**src/rtl/pidaw_pkg.sv**
```systemverilog
// pidaw_pkg: widths, register indices and divider handshake types
// for the PID step block. No dependencies.
`timescale 1ns / 1ps

package pidaw_pkg;

    localparam int DATA_W    = 32;  // Q16.16 words
    localparam int DT_W      = 16;  // Q0.16 time step
    localparam int LIMIT_W   = 31;  // integral bound
    localparam int CFG_IDX_W = 3;

    // Divider: (|diff| << 16) / dt, two quotient bits a cycle
    localparam int DIV_BITS  = DATA_W + 16;
    localparam int DIV_STEP  = 2;
    localparam int DIV_ITER  = DIV_BITS / DIV_STEP;
    localparam int DIV_CNT_W = $clog2(DIV_ITER);

    // Configuration register indices
    typedef enum logic [CFG_IDX_W-1:0] {
        CFG_GAIN_P    = 3'd0,
        CFG_GAIN_I    = 3'd1,
        CFG_GAIN_D    = 3'd2,
        CFG_LIMIT     = 3'd3,
        CFG_CLAMP_ON  = 3'd4,
        CFG_FF_GAIN   = 3'd5,
        CFG_FF_ON     = 3'd6
    } t_cfg_idx;

    // Divider request and response
    typedef struct packed {
        logic              start;
        logic              neg;
        logic [DATA_W-1:0] mag;
        logic [DT_W-1:0]   divisor;
    } t_div_req;

    typedef struct packed {
        logic                     done;
        logic signed [DATA_W-1:0] quot;
    } t_div_rsp;

endpackage

```
**src/rtl/pidaw_cmd_if.sv**
```systemverilog
// pidaw_cmd_if: input item channel of the PID step block.
// Depends on pidaw_pkg.
`timescale 1ns / 1ps

interface pidaw_cmd_if import pidaw_pkg::*; ();
    logic                     valid;
    logic                     ready;
    logic signed [DATA_W-1:0] error_value;
    logic [DT_W-1:0]          time_step;
    logic signed [DATA_W-1:0] feedforward_sample;

    modport source (output valid, output error_value, output time_step,
                    output feedforward_sample, input ready);
    modport sink   (input valid, input error_value, input time_step,
                    input feedforward_sample, output ready);
endinterface

```
**src/rtl/pidaw_res_if.sv**
```systemverilog
// pidaw_res_if: result item channel of the PID step block.
// Depends on pidaw_pkg.
`timescale 1ns / 1ps

interface pidaw_res_if import pidaw_pkg::*; ();
    logic                     valid;
    logic                     ready;
    logic signed [DATA_W-1:0] drive_value;
    logic                     step_skipped;

    modport source (output valid, output drive_value, output step_skipped,
                    input ready);
    modport sink   (input valid, input drive_value, input step_skipped,
                    output ready);
endinterface

```
**src/rtl/pidaw_div.sv**
```systemverilog
// pidaw_div: sign-magnitude restoring divider for the derivative term,
// two quotient bits a cycle, result saturated to 32 bits. Uses pidaw_pkg.
`timescale 1ns / 1ps

module pidaw_div import pidaw_pkg::*; (
    input  logic     i_clk,
    input  logic     i_rst_n,
    input  t_div_req i_req,
    output t_div_rsp o_rsp
);

    localparam logic [DIV_BITS-1:0] POS_MAX = DIV_BITS'(48'h0000_7FFF_FFFF);
    localparam logic [DIV_BITS-1:0] NEG_MAX = DIV_BITS'(48'h0000_8000_0000);

    logic [DIV_BITS-1:0]  r_num;
    logic [DIV_BITS-1:0]  r_quot;
    logic [DT_W-1:0]      r_rem;
    logic [DT_W-1:0]      r_div;
    logic                 r_neg;
    logic [DIV_CNT_W-1:0] r_cnt;
    logic                 r_busy;
    logic                 r_done;

    logic [DT_W-1:0]      n_rem;
    logic [DIV_STEP-1:0]  n_qbits;
    logic [DATA_W-1:0]    sat_q;

    // Two restoring steps per cycle
    always_comb begin
        logic [DT_W:0] rem_ext;
        n_rem   = r_rem;
        n_qbits = '0;
        for (int k = 0; k < DIV_STEP; k++) begin
            rem_ext = {n_rem, r_num[DIV_BITS-1-k]};
            if (rem_ext >= {1'b0, r_div}) begin
                rem_ext = rem_ext - {1'b0, r_div};
                n_qbits[DIV_STEP-1-k] = 1'b1;
            end
            n_rem = rem_ext[DT_W-1:0];
        end
    end

    always_ff @(posedge i_clk) begin
        if (!i_rst_n) begin
            r_busy <= 1'b0;
            r_done <= 1'b0;
            r_cnt  <= '0;
        end else if (i_req.start) begin
            r_busy <= 1'b1;
            r_done <= 1'b0;
            r_cnt  <= '0;
            r_num  <= {i_req.mag, 16'd0};
            r_quot <= '0;
            r_rem  <= '0;
            r_div  <= i_req.divisor;
            r_neg  <= i_req.neg;
        end else if (r_busy) begin
            r_num  <= {r_num[DIV_BITS-DIV_STEP-1:0], {DIV_STEP{1'b0}}};
            r_quot <= {r_quot[DIV_BITS-DIV_STEP-1:0], n_qbits};
            r_rem  <= n_rem;
            r_cnt  <= r_cnt + 1'b1;
            if (r_cnt == DIV_CNT_W'(DIV_ITER - 1)) begin
                r_busy <= 1'b0;
                r_done <= 1'b1;
            end
        end
    end

    // Apply sign and saturate to the signed 32-bit range
    always_comb begin
        if (r_neg) begin
            sat_q = (r_quot > NEG_MAX) ? 32'h8000_0000 : (~r_quot[DATA_W-1:0] + 1'b1);
        end else begin
            sat_q = (r_quot > POS_MAX) ? 32'h7FFF_FFFF : r_quot[DATA_W-1:0];
        end
    end

    assign o_rsp.done = r_done;
    assign o_rsp.quot = sat_q;

endmodule

```
**src/rtl/pid_step_anti_windup.sv**
```systemverilog
// pid_step_anti_windup: microcoded PID step with integral clamp and feedforward.
// Depends on pidaw_pkg, pidaw_cmd_if, pidaw_res_if and pidaw_div.
//
//   port     dir  handshake      carries
//   i_cmd    in   valid/ready    error_value, time_step, feedforward_sample
//   o_res    out  valid/ready    drive_value, step_skipped
//   i_cfg_*  in   write enable   register index, 32-bit write data
//
// One item at a time: a normal item runs through the microcode steps and waits at
// PC_WAIT_D for the two-bit-a-cycle divider that forms the derivative.
// A zero time step goes straight to the skip step, which gives its skip result.
// The next item is taken as soon as the result sits in the output register.
// If the output register is full and not being read, the last step waits there.
// Reset is synchronous and active low; it clears state and loads register defaults.
`timescale 1ns / 1ps

module pid_step_anti_windup import pidaw_pkg::*; (
    input  logic                 i_clk,
    input  logic                 i_rst_n,
    pidaw_cmd_if.sink            i_cmd,
    pidaw_res_if.source          o_res,
    input  logic                 i_cfg_we,
    input  logic [CFG_IDX_W-1:0] i_cfg_idx,
    input  logic [DATA_W-1:0]    i_cfg_data
);

    localparam int PROD_W = 2 * DATA_W;
    localparam int ACC_W  = 50;   // four Q32.16 terms
    localparam int INT_W  = 34;   // integral plus one e*dt term
    localparam int PC_W   = 4;

    // Microcode step addresses
    localparam logic [PC_W-1:0] PC_START  = 4'd0;
    localparam logic [PC_W-1:0] PC_INTEG  = 4'd1;
    localparam logic [PC_W-1:0] PC_ACC_P  = 4'd2;
    localparam logic [PC_W-1:0] PC_ACC_I  = 4'd3;
    localparam logic [PC_W-1:0] PC_WAIT_D = 4'd4;
    localparam logic [PC_W-1:0] PC_MUL_D  = 4'd5;
    localparam logic [PC_W-1:0] PC_ACC_D  = 4'd6;
    localparam logic [PC_W-1:0] PC_ACC_F  = 4'd7;
    localparam logic [PC_W-1:0] PC_EMIT   = 4'd8;
    localparam logic [PC_W-1:0] PC_SKIP   = 4'd9;

    localparam logic signed [INT_W-1:0] INT_MAX = 34'sh0_7FFF_FFFF;
    localparam logic signed [INT_W-1:0] INT_MIN = -34'sh0_8000_0000;
    localparam logic signed [ACC_W-1:0] ACC_MAX = 50'sh0_0000_7FFF_FFFF;
    localparam logic signed [ACC_W-1:0] ACC_MIN = -50'sh0_0000_8000_0000;

    typedef enum logic [2:0] {MS_E_DT, MS_GP_E, MS_GI_I, MS_GD_D, MS_FF} t_mul_sel;
    typedef enum logic [1:0] {AC_NONE, AC_LOAD, AC_ADD, AC_ADD_FF} t_acc_op;
    typedef enum logic [1:0] {HC_NONE, HC_DIV, HC_OUT} t_hold;
    typedef enum logic [1:0] {EM_NONE, EM_DRIVE, EM_SKIP} t_emit;

    typedef struct packed {
        t_mul_sel mul_sel;
        t_acc_op  acc_op;
        logic     integ_wr;
        logic     div_start;
        logic     deriv_wr;
        t_hold    hold;
        t_emit    emit;
    } t_uword;

    // Control store
    function automatic t_uword ucode(input logic [PC_W-1:0] pc);
        t_uword w;
        w.mul_sel   = MS_E_DT;
        w.acc_op    = AC_NONE;
        w.integ_wr  = 1'b0;
        w.div_start = 1'b0;
        w.deriv_wr  = 1'b0;
        w.hold      = HC_NONE;
        w.emit      = EM_NONE;
        case (pc)
            PC_START: begin
                w.mul_sel   = MS_E_DT;
                w.div_start = 1'b1;
            end
            PC_INTEG: begin
                w.integ_wr = 1'b1;
                w.mul_sel  = MS_GP_E;
            end
            PC_ACC_P: begin
                w.acc_op  = AC_LOAD;
                w.mul_sel = MS_GI_I;
            end
            PC_ACC_I: begin
                w.acc_op = AC_ADD;
            end
            PC_WAIT_D: begin
                w.hold     = HC_DIV;
                w.deriv_wr = 1'b1;
            end
            PC_MUL_D: begin
                w.mul_sel = MS_GD_D;
            end
            PC_ACC_D: begin
                w.acc_op  = AC_ADD;
                w.mul_sel = MS_FF;
            end
            PC_ACC_F: begin
                w.acc_op = AC_ADD_FF;
            end
            PC_EMIT: begin
                w.hold = HC_OUT;
                w.emit = EM_DRIVE;
            end
            PC_SKIP: begin
                w.hold = HC_OUT;
                w.emit = EM_SKIP;
            end
            default: begin
                w.emit = EM_SKIP;
            end
        endcase
        return w;
    endfunction

    // Configuration registers
    logic signed [DATA_W-1:0] r_gain_p;
    logic signed [DATA_W-1:0] r_gain_i;
    logic signed [DATA_W-1:0] r_gain_d;
    logic [LIMIT_W-1:0]       r_limit;
    logic                     r_clamp_on;
    logic signed [DATA_W-1:0] r_ff_gain;
    logic                     r_ff_on;

    // Sequencer and datapath
    logic [PC_W-1:0]          r_pc;
    logic                     r_busy;
    logic signed [DATA_W-1:0] r_e;
    logic [DT_W-1:0]          r_dt;
    logic signed [DATA_W-1:0] r_ff;
    logic signed [DATA_W-1:0] r_integ;
    logic signed [DATA_W-1:0] r_prev;
    logic signed [DATA_W-1:0] r_deriv;
    logic signed [PROD_W-1:0] r_prod;
    logic signed [ACC_W-1:0]  r_acc;
    logic                     r_out_valid;
    logic signed [DATA_W-1:0] r_out_drive;
    logic                     r_out_skip;

    t_uword                   uw;
    logic                     hold;
    logic                     in_fire;
    logic                     step_go;
    logic signed [DATA_W-1:0] mul_a;
    logic signed [DATA_W-1:0] mul_b;
    logic signed [ACC_W-1:0]  term;
    logic signed [INT_W-1:0]  int_sum;
    logic signed [INT_W-1:0]  lim_pos;
    logic signed [INT_W-1:0]  lim_neg;
    logic signed [DATA_W-1:0] n_integ;
    logic signed [ACC_W-1:0]  n_acc;
    logic signed [DATA_W-1:0] drive_sat;
    logic signed [DATA_W:0]   diff;
    logic [DATA_W:0]          diff_mag;
    t_div_req                 div_req;
    t_div_rsp                 div_rsp;

    // Register writes; unknown indices are ignored
    always_ff @(posedge i_clk) begin
        if (!i_rst_n) begin
            r_gain_p   <= '0;
            r_gain_i   <= '0;
            r_gain_d   <= '0;
            r_limit    <= '1;
            r_clamp_on <= 1'b0;
            r_ff_gain  <= '0;
            r_ff_on    <= 1'b0;
        end else if (i_cfg_we) begin
            case (t_cfg_idx'(i_cfg_idx))
                CFG_GAIN_P:   r_gain_p   <= i_cfg_data;
                CFG_GAIN_I:   r_gain_i   <= i_cfg_data;
                CFG_GAIN_D:   r_gain_d   <= i_cfg_data;
                CFG_LIMIT:    r_limit    <= i_cfg_data[LIMIT_W-1:0];
                CFG_CLAMP_ON: r_clamp_on <= i_cfg_data[0];
                CFG_FF_GAIN:  r_ff_gain  <= i_cfg_data;
                CFG_FF_ON:    r_ff_on    <= i_cfg_data[0];
                default: ;
            endcase
        end
    end

    // Current control word and step condition
    assign uw      = ucode(r_pc);
    assign hold    = ((uw.hold == HC_DIV) && !div_rsp.done) ||
                     ((uw.hold == HC_OUT) && r_out_valid && !o_res.ready);
    assign step_go = r_busy && !hold;
    assign in_fire = i_cmd.valid && i_cmd.ready;

    // Shared multiplier operand select
    always_comb begin
        case (uw.mul_sel)
            MS_E_DT: begin
                mul_a = r_e;
                mul_b = $signed({{(DATA_W-DT_W){1'b0}}, r_dt});
            end
            MS_GP_E: begin
                mul_a = r_gain_p;
                mul_b = r_e;
            end
            MS_GI_I: begin
                mul_a = r_gain_i;
                mul_b = r_integ;
            end
            MS_GD_D: begin
                mul_a = r_gain_d;
                mul_b = r_deriv;
            end
            MS_FF: begin
                mul_a = r_ff_gain;
                mul_b = r_ff;
            end
            default: begin
                mul_a = r_e;
                mul_b = r_e;
            end
        endcase
    end

    // Product with 16 fraction bits dropped (floor)
    assign term = {{(ACC_W-(PROD_W-16)){r_prod[PROD_W-1]}}, r_prod[PROD_W-1:16]};

    // Integral update: clamp to the limit, or saturate at 32 bits
    assign int_sum = {{(INT_W-DATA_W){r_integ[DATA_W-1]}}, r_integ} + r_prod[INT_W+15:16];
    assign lim_pos = $signed({{(INT_W-LIMIT_W){1'b0}}, r_limit});
    assign lim_neg = -lim_pos;

    always_comb begin
        if (r_clamp_on) begin
            if (int_sum > lim_pos) begin
                n_integ = lim_pos[DATA_W-1:0];
            end else if (int_sum < lim_neg) begin
                n_integ = lim_neg[DATA_W-1:0];
            end else begin
                n_integ = int_sum[DATA_W-1:0];
            end
        end else begin
            if (int_sum > INT_MAX) begin
                n_integ = INT_MAX[DATA_W-1:0];
            end else if (int_sum < INT_MIN) begin
                n_integ = INT_MIN[DATA_W-1:0];
            end else begin
                n_integ = int_sum[DATA_W-1:0];
            end
        end
    end

    // Term accumulator
    always_comb begin
        case (uw.acc_op)
            AC_LOAD:   n_acc = term;
            AC_ADD:    n_acc = r_acc + term;
            AC_ADD_FF: n_acc = r_ff_on ? (r_acc + term) : r_acc;
            default:   n_acc = r_acc;
        endcase
    end

    // Final saturation of the sum
    always_comb begin
        if (r_acc > ACC_MAX) begin
            drive_sat = ACC_MAX[DATA_W-1:0];
        end else if (r_acc < ACC_MIN) begin
            drive_sat = ACC_MIN[DATA_W-1:0];
        end else begin
            drive_sat = r_acc[DATA_W-1:0];
        end
    end

    // Derivative numerator in sign-magnitude form
    assign diff     = {r_e[DATA_W-1], r_e} - {r_prev[DATA_W-1], r_prev};
    assign diff_mag = diff[DATA_W] ? (~diff + 1'b1) : diff;

    assign div_req.start   = step_go && uw.div_start;
    assign div_req.neg     = diff[DATA_W];
    assign div_req.mag     = diff_mag[DATA_W-1:0];
    assign div_req.divisor = r_dt;

    pidaw_div u_div (
        .i_clk   (i_clk),
        .i_rst_n (i_rst_n),
        .i_req   (div_req),
        .o_rsp   (div_rsp)
    );

    // Payload registers
    always_ff @(posedge i_clk) begin
        r_prod <= mul_a * mul_b;
        if (in_fire) begin
            r_e  <= i_cmd.error_value;
            r_dt <= i_cmd.time_step;
            r_ff <= i_cmd.feedforward_sample;
        end
        if (step_go) begin
            r_acc <= n_acc;
            if (uw.deriv_wr) begin
                r_deriv <= div_rsp.quot;
            end
        end
    end

    // Sequencer, controller state and output register
    always_ff @(posedge i_clk) begin
        if (!i_rst_n) begin
            r_busy      <= 1'b0;
            r_pc        <= PC_START;
            r_integ     <= '0;
            r_prev      <= '0;
            r_out_valid <= 1'b0;
        end else begin
            // a taken result frees the register unless a new one lands now
            if (o_res.valid && o_res.ready && !(step_go && (uw.emit != EM_NONE))) begin
                r_out_valid <= 1'b0;
            end
            if (in_fire) begin
                r_busy <= 1'b1;
                r_pc   <= (i_cmd.time_step == '0) ? PC_SKIP : PC_START;
            end else if (step_go) begin
                if (uw.integ_wr) begin
                    r_integ <= n_integ;
                end
                case (uw.emit)
                    EM_DRIVE: begin
                        r_busy      <= 1'b0;
                        r_prev      <= r_e;
                        r_out_valid <= 1'b1;
                        r_out_drive <= drive_sat;
                        r_out_skip  <= 1'b0;
                    end
                    EM_SKIP: begin
                        r_busy      <= 1'b0;
                        r_out_valid <= 1'b1;
                        r_out_drive <= '0;
                        r_out_skip  <= 1'b1;
                    end
                    default: begin
                        r_pc <= r_pc + 1'b1;
                    end
                endcase
            end
        end
    end

    assign i_cmd.ready        = !r_busy;
    assign o_res.valid        = r_out_valid;
    assign o_res.drive_value  = r_out_drive;
    assign o_res.step_skipped = r_out_skip;

endmodule

```
**src/flat_wrapper.sv**
```systemverilog
// flat-port wrapper written by rule: the top's interface ports become plain ports
module pid_step_anti_windup_flat import pidaw_pkg::*;
  (i_clk, i_rst_n, i_cfg_we, i_cfg_idx, i_cfg_data, i_cmd_valid, i_cmd_error_value, i_cmd_time_step, i_cmd_feedforward_sample, i_cmd_ready, o_res_valid, o_res_drive_value, o_res_step_skipped, o_res_ready);
  pidaw_cmd_if i_cmd_i ();
  pidaw_res_if o_res_i ();
  input  logic i_clk;
  input  logic i_rst_n;
  input  logic i_cfg_we;
  input  logic [CFG_IDX_W-1:0] i_cfg_idx;
  input  logic [DATA_W-1:0] i_cfg_data;
  input wire logic [$bits(i_cmd_i.valid)-1:0] i_cmd_valid;
  input wire logic [$bits(i_cmd_i.error_value)-1:0] i_cmd_error_value;
  input wire logic [$bits(i_cmd_i.time_step)-1:0] i_cmd_time_step;
  input wire logic [$bits(i_cmd_i.feedforward_sample)-1:0] i_cmd_feedforward_sample;
  output wire logic [$bits(i_cmd_i.ready)-1:0] i_cmd_ready;
  output wire logic [$bits(o_res_i.valid)-1:0] o_res_valid;
  output wire logic [$bits(o_res_i.drive_value)-1:0] o_res_drive_value;
  output wire logic [$bits(o_res_i.step_skipped)-1:0] o_res_step_skipped;
  input wire logic [$bits(o_res_i.ready)-1:0] o_res_ready;
  assign i_cmd_i.valid = i_cmd_valid;
  assign i_cmd_i.error_value = i_cmd_error_value;
  assign i_cmd_i.time_step = i_cmd_time_step;
  assign i_cmd_i.feedforward_sample = i_cmd_feedforward_sample;
  assign i_cmd_ready = i_cmd_i.ready;
  assign o_res_valid = o_res_i.valid;
  assign o_res_drive_value = o_res_i.drive_value;
  assign o_res_step_skipped = o_res_i.step_skipped;
  assign o_res_i.ready = o_res_ready;
  pid_step_anti_windup u_core (.i_clk(i_clk), .i_rst_n(i_rst_n), .i_cmd(i_cmd_i), .o_res(o_res_i), .i_cfg_we(i_cfg_we), .i_cfg_idx(i_cfg_idx), .i_cfg_data(i_cfg_data));
endmodule
```
**config.mk**
```make
export PLATFORM = sky130hd
export DESIGN_NAME = pid_step_anti_windup_flat
export DESIGN_NICKNAME = d
export VERILOG_FILES = /design/src/rtl/pidaw_pkg.sv /design/src/rtl/pidaw_cmd_if.sv /design/src/rtl/pidaw_res_if.sv /design/src/rtl/pidaw_div.sv /design/src/rtl/pid_step_anti_windup.sv /design/src/flat_wrapper.sv
export SDC_FILE = /design/constraint.sdc
export NUM_CORES = 2
export LEC_CHECK = 0
export ABC_AREA = 1
export BUFFER_PORTS_ARGS = -buffer_cell sky130_fd_sc_hd__buf_2
export CAP_MARGIN = 20
export CORE_UTILIZATION = 39
export CTS_CLUSTER_SIZE = 40
export DETAILED_ROUTE_END_ITERATION = 12
export MAX_ROUTING_LAYER = met4
export SLEW_MARGIN = 25
export SYNTH_ARGS = -nofsm -noshare
export SYNTH_HDL_FRONTEND = slang
export SYNTH_SLANG_ARGS = --single-unit
```
**constraint.sdc**
```tcl
create_clock -name i_clk -period 26 [get_ports i_clk]
set_clock_uncertainty 0.15 [all_clocks]
set_input_delay 7.8 -clock i_clk [delete_from_list [all_inputs] [get_ports i_clk]]
set_output_delay 7.8 -clock i_clk [all_outputs]
set_load 0.05 [all_outputs]
```
; Yosys cells after proc, flatten, opt, wreduce, memory -nomap -nowiden
; Cells that the tools add are included.
[classes]
n_addsub = 10
multipliers = 1
order_cmp = 10
eq_ne = 29
muxes = 46
bitwise_logic = 4
reduce_logical = 47
[op_table]
columns = op, count
row1 = 32-bit two-way mux, 11
row2 = 32-bit one-hot mux with 4 select lines, 2
row3 = 50-bit one-hot mux with 3 select lines, 1
row4 = 48-bit two-way mux, 3
row5 = "32-bit by 1-bit adder with 32-bit output, second input constant", 2
row6 = 32-bit by 32-bit multiplier with 64-bit output, 1
row7 = 32-bit inverter, 2
row8 = 32-bit one-hot mux with 2 select lines, 1
row9 = 50-bit by 48-bit adder with 50-bit output, 1
row10 = "50-bit by 32-bit greater-than comparator with 1-bit output, second input constant", 1
row11 = "50-bit by 32-bit < comparator with 1-bit output, second input constant", 1
row12 = 50-bit two-way mux, 1
row13 = "48-bit by 31-bit greater-than comparator with 1-bit output, second input constant", 1
row14 = "48-bit by 32-bit greater-than comparator with 1-bit output, second input constant", 1
row15 = 16-bit two-way mux, 3
row16 = 34-bit adder, 1
row17 = 17-bit by 16-bit >= comparator with 1-bit output, 2
row18 = 34-bit by 32-bit greater-than comparator with 1-bit output, 1
row19 = "34-bit by 32-bit greater-than comparator with 1-bit output, second input constant", 1
row20 = "34-bit by 32-bit < comparator with 1-bit output, second input constant", 1
row21 = 34-bit < comparator, 1
row22 = 31-bit negator with 34-bit output, 1
row23 = 32-bit by 32-bit subtractor with 33-bit output, 1
row24 = 16-bit subtractor, 2
row25 = other kinds (33), 104
[word_totals]
ff_bits = 624
inputBits = 120
output_inout_bits = 35
word_cells = 176

; Logic depth before layout (Yosys ltp)
[depth]
depth_word = 16
depth_mapped = 48
ltp_nobuf = 43

; Modules after synthesis
; A second synthesis with hierarchy kept.
[hier_totals]
cells_unflattened = 9398
area_unflattened_um2 = 73651.9
[modules_own_cells]
columns = mod, instances, cells_per_inst, area_each_um2
row1 = pid_step_anti_windup, 1, 8384, 65545.4
row2 = pidaw_div, 1, 1014, 8106.5

; Worst setup path before layout
; OpenSTA, ideal clock, no wires.
[synth_timing]
kind = input to register
from = input o_res_ready
to = register u_core.r_acc[0] (enable)
setup_time_ps = 582
arrival_ps = 12858
path_slack_ps = 12410
cell_stages = 4
n_path_buf = 0
path_cell_list = nor2_1 > nand3b_1 > nand2_1 > nor4_1
[synth_between]
elab_chain_cells = 6
[synth_rtl]
columns = item, line_no
row1 = "start, declared", flat_wrapper.sv:19  ; input wire logic [$bits(o_res_i.ready)-1:0] o_res_ready;
row2 = 1-bit logical NOT, pid_step_anti_windup.sv:188  ; ((uw.hold == HC_OUT) && r_out_valid && !o_res.ready);
row3 = 1-bit logical AND, pid_step_anti_windup.sv:188
row4 = 1-bit logical OR, pid_step_anti_windup.sv:187  ; assign hold = ((uw.hold == HC_DIV) && !div_rsp.done) ||
row5 = 1-bit logical NOT, pid_step_anti_windup.sv:189  ; assign step_go = r_busy && !hold;
row6 = 1-bit logical AND, pid_step_anti_windup.sv:189
row7 = 3-bit AND reduction (no line), --
row8 = "end signal, assigned", pid_step_anti_windup.sv:296  ; r_acc <= n_acc;
row9 = "end, declared", pid_step_anti_windup.sv:138  ; logic signed [ACC_W-1:0] r_acc;
; No other way between the ends.
; A chain may end at the register's enable or synchronous reset.

; Final worst setup path
[layout_timing]
from = register u_core.r_pc[1]
to = register u_core.r_prod[60]
[layout_between]
elab_chain_cells = 5
elab_cells_between_ends = 13
classes_between = 1 x mul / 8 x eq/ne / 3 x mux / 1 x reduce/logical
[layout_rtl]
columns = item, line_no
row1 = "start, declared", pid_step_anti_windup.sv:129  ; logic [PC_W-1:0] r_pc;
row2 = "start signal, assigned", pid_step_anti_windup.sv:318  ; r_pc <= (i_cmd.time_step == '0) ? PC_SKIP : PC_START;
row3 = "start signal, assigned", pid_step_anti_windup.sv:338  ; r_pc <= r_pc + 1'b1;
row4 = "4-bit by 3-bit equality test with 1-bit output, or another cell as far along", pid_step_anti_windup.sv:74  ; case (pc)
row5 = 3-bit one-hot mux with 4 select lines *, pid_step_anti_windup.sv:74
row6 = "3-bit equality test, or another cell as far along", pid_step_anti_windup.sv:194  ; case (uw.mul_sel)
row7 = 32-bit one-hot mux with 4 select lines, pid_step_anti_windup.sv:194
row8 = 32-bit by 32-bit multiplier with 64-bit output *, pid_step_anti_windup.sv:289  ; r_prod <= mul_a * mul_b;
row9 = "end signal, assigned", pid_step_anti_windup.sv:289
row10 = "end, declared", pid_step_anti_windup.sv:137  ; logic signed [PROD_W-1:0] r_prod;
; Every way passes the cells marked *; elsewhere a longest branch is shown, timed or not.

==> run metrics <==
run status=completed; clk root buf=clkbuf_16; clock-pin slew on the worst setup and hold paths=70 ps; I/O Pins=roughly 160; largest net degree at the start of global routing=148; Core Rows=159; number of synthesized flops with an enable pin=308; CP max stage delay=760 ps; maximum clock frequency=0.0883 GHz; gr usage total=28.8%; routed length per instance=22.3 um; Final min period=11320 ps; # setup viols final=0; H-tree depth=3; async set-reset flop share out of synthesis=0%; post-CTS resize count=0; Die Y-Extent=~440 um; Seq cells post-synth=a little under 600; initial DRC count=about 6400; Main synth FF type=edfxtp_1; Die W=approximately 440 um; Detail Route Antenna Nets=0; Final WS setup=14680 ps; hold wc startpoint=u_core.r_ff_gain[20]; Slew Limit Fails=0; Post-Route WL=268000 um; Worst R2R Start=u_core.r_pc[1]; Crit path arrival time=11730 ps; Vias per Instance=~5.3; Non-Filler Instances=12000; # clock sinks=594; Crit Path Category=reg -> reg; synth warn=0; top-area cell type share of the netlist area=approximately 30%; fin crit share=43.5%; MaxCap Viol Count=0; worst-path fanout max=31; sequential fraction of the synthesis area=between 20% and 30%; IO Port Bufs=154; ratio of cells with drive above 1 in the final layout=under 10%; worst reg2reg path depth=35; detailed placement HPWL=~210000 um; WP data required=26410 ps; first-pass GRT wire length=approximately 400000 um; Post-synth top cells=2005 x nand2_1, 1827 x inv_1, 1201 x nor2_1; Worst Hold Depth=2; Total Nets Final=about 11000; syn avg cell area=about 7.8 um^2; crit end category=flip-flop; pin slew with the least headroom to its limit=~1100 ps; CP startpoint kind=flip-flop; Mapped Nets=between 10000 and 15000; worst hold path type=reg -> reg; initial antenna violation count=27; Final GP Congestion=around 1.0; top-count cell post-synth=nand2_1; Area growth syn-to-layout=8.45%; Worst R2R Setup Slack=14680 ps; cell count after synthesis=9420; Max-slew headroom=28.3%; vias in the first global route=roughly 64000; dominant cells by area after synthesis=fa_1 30%, edfxtp_1 13%, nand2_1 10%, inv_1 9.3%, dfxtp_1 7.8%; CTS Buf Count=72; core outline area=about 190000 um^2; final setup TNS=0 ps; routed via count=63800; Post-Place Cells=between 10000 and 15000; Max clock buf depth=3; FF-to-FF End=u_core.r_prod[60]; Fin. Hold Viols=0; Pre-antenna DRT Iters=7; CTS tree=built; Netlist cell types=64; Synth area leader=fa_1; Skew-Pair Late Insertion Delay=700 ps; DRC=0; pre-CTS setup slack=14370 ps; Die ar.=190000 um^2; setup repair bufs after CTS=0; RSZ-0062 raised after global routing=no; Hold-fix buffers, CTS=0; Post-Syn Area=73600 um^2; initial core utilization=between 30% and 40%; Hold EP=u_core.r_ff_gain[20]; GR Overflow Total=0; crit path max-delay cell type=fa_1
==> cell type report <==
class | count | area [um^2]
clock inverter | 39 | 528
timing repair buffer | 260 | 1630
antenna | 20 | 50.0
multi-input combinational | 6644 | 50500
fill | 18900 | 108000
tap | 2495 | 3120
clock buffer | 95 | 2010
sequential | 594 | 15000
inverter | 1864 | 7000
==> worst max-delay path, delay by kind of cell (launching register included) <==
kind	cells	cell delay [ps]
AO/OA/AOI/OAI	3	870
adder cells (fa/ha/maj)	10	4970
buffers and inverters	12	3140
flip-flops	1	340
AND/OR/NAND/NOR	10	1640
==> sequential cells by signal, summed over array words and instances, names as in the netlist, 4 cells and up <==
signal and flops:
u_core.u_div.r_cnt 5, u_core.r_pc 4, u_core.r_prod 48, u_core.r_ff_gain 32, u_core.r_acc 50, u_core.r_prev 32, u_core.r_ff 32, u_core.o_res.drive_value 32
u_core.r_limit 31, u_core.r_dt 16, u_core.r_integ 32, u_core.r_e 32, u_core.u_div.r_rem 16, u_core.r_deriv 32, u_core.r_gain_i 32, u_core.u_div.r_num 32
u_core.u_div.r_quot 48, u_core.u_div.r_div 16, u_core.r_gain_p 32, u_core.r_gain_d 32
==> layer usage <==
layer  up-vias  global-route usage (%)  wire length, um
li1      29100                       -                -
met1     31300                    38.8           114000
met2      2877                    42.6           117000
met3       486                    5.90            26400
met4         0                    10.6            10700
met5         -                       -                0
==> worst max-delay path by stage <==
stage / start / to / slack (ps) / depth (start not counted)
after floorplan: o_res_ready / u_core.r_acc[0] / 12410 / 4
after global placement: o_res_ready / u_core.u_div.r_num[36] / 14420 / 11
after detailed placement: i_rst_n / u_core.u_div.r_num[30] / 14370 / 6
after CTS: u_core.r_pc[0] / u_core.r_prod[60] / 14750 / 36
after global routing: u_core.r_pc[0] / u_core.r_prod[60] / 14010 / 36
final: u_core.r_pc[1] / u_core.r_prod[60] / 14680 / 35
==> placed cells by master, fill, tap and decap left out, types with 17 or more instances in the layout <==
cell type and instances:
ha_1 398, xnor2_1 51, o21ai_0 445, inv_1 1823, buf_4 103, a21o_1 18, o21ai_1 19, nand4_1 108
nor3_1 65, a31oi_1 37, o22ai_1 17, nor4_1 30, nand2_1 2003, clkinv_1 24, inv_2 21, buf_2 153
o21a_1 21, diode_2 20, fa_1 1086, o21bai_1 21, nand3_1 281, xor2_1 143, o211ai_1 38, a21oi_1 472
a221oi_1 23, clkbuf_16 75, or2_2 29, edfxtp_1 308, o21ai_2 22, dfxtp_1 286, nor2_1 1195
==> cells by family after synthesis <==
family	synth area share [%]
multiplexers	0.0153
AND/OR/NAND/NOR	20.7
AO/OA/AOI/OAI	8.96
buffers and inverters	11.3
adder cells (fa/ha/maj)	36.3
flip-flops	20.4
XOR/XNOR	2.31
==> per-stage QoR <==
| step | hold slack (ps) | instance area (um^2) | util [%] |
|---|---|---|---|
| global route | 321 | 79800 | 42.5 |
| finish | 307 | 79800 | 42.5 |
| CTS | 308 | 79600 | 42.5 |
| global placement | 290 | 77100 | 41.1 |
| detailed placement | 298 | 77100 | 41.1 |
| floorplan | 276 | 73600 | - |
Power is not shown: default switching activity piles up to over one toggle a cycle in this logic, so the estimate is an artifact.
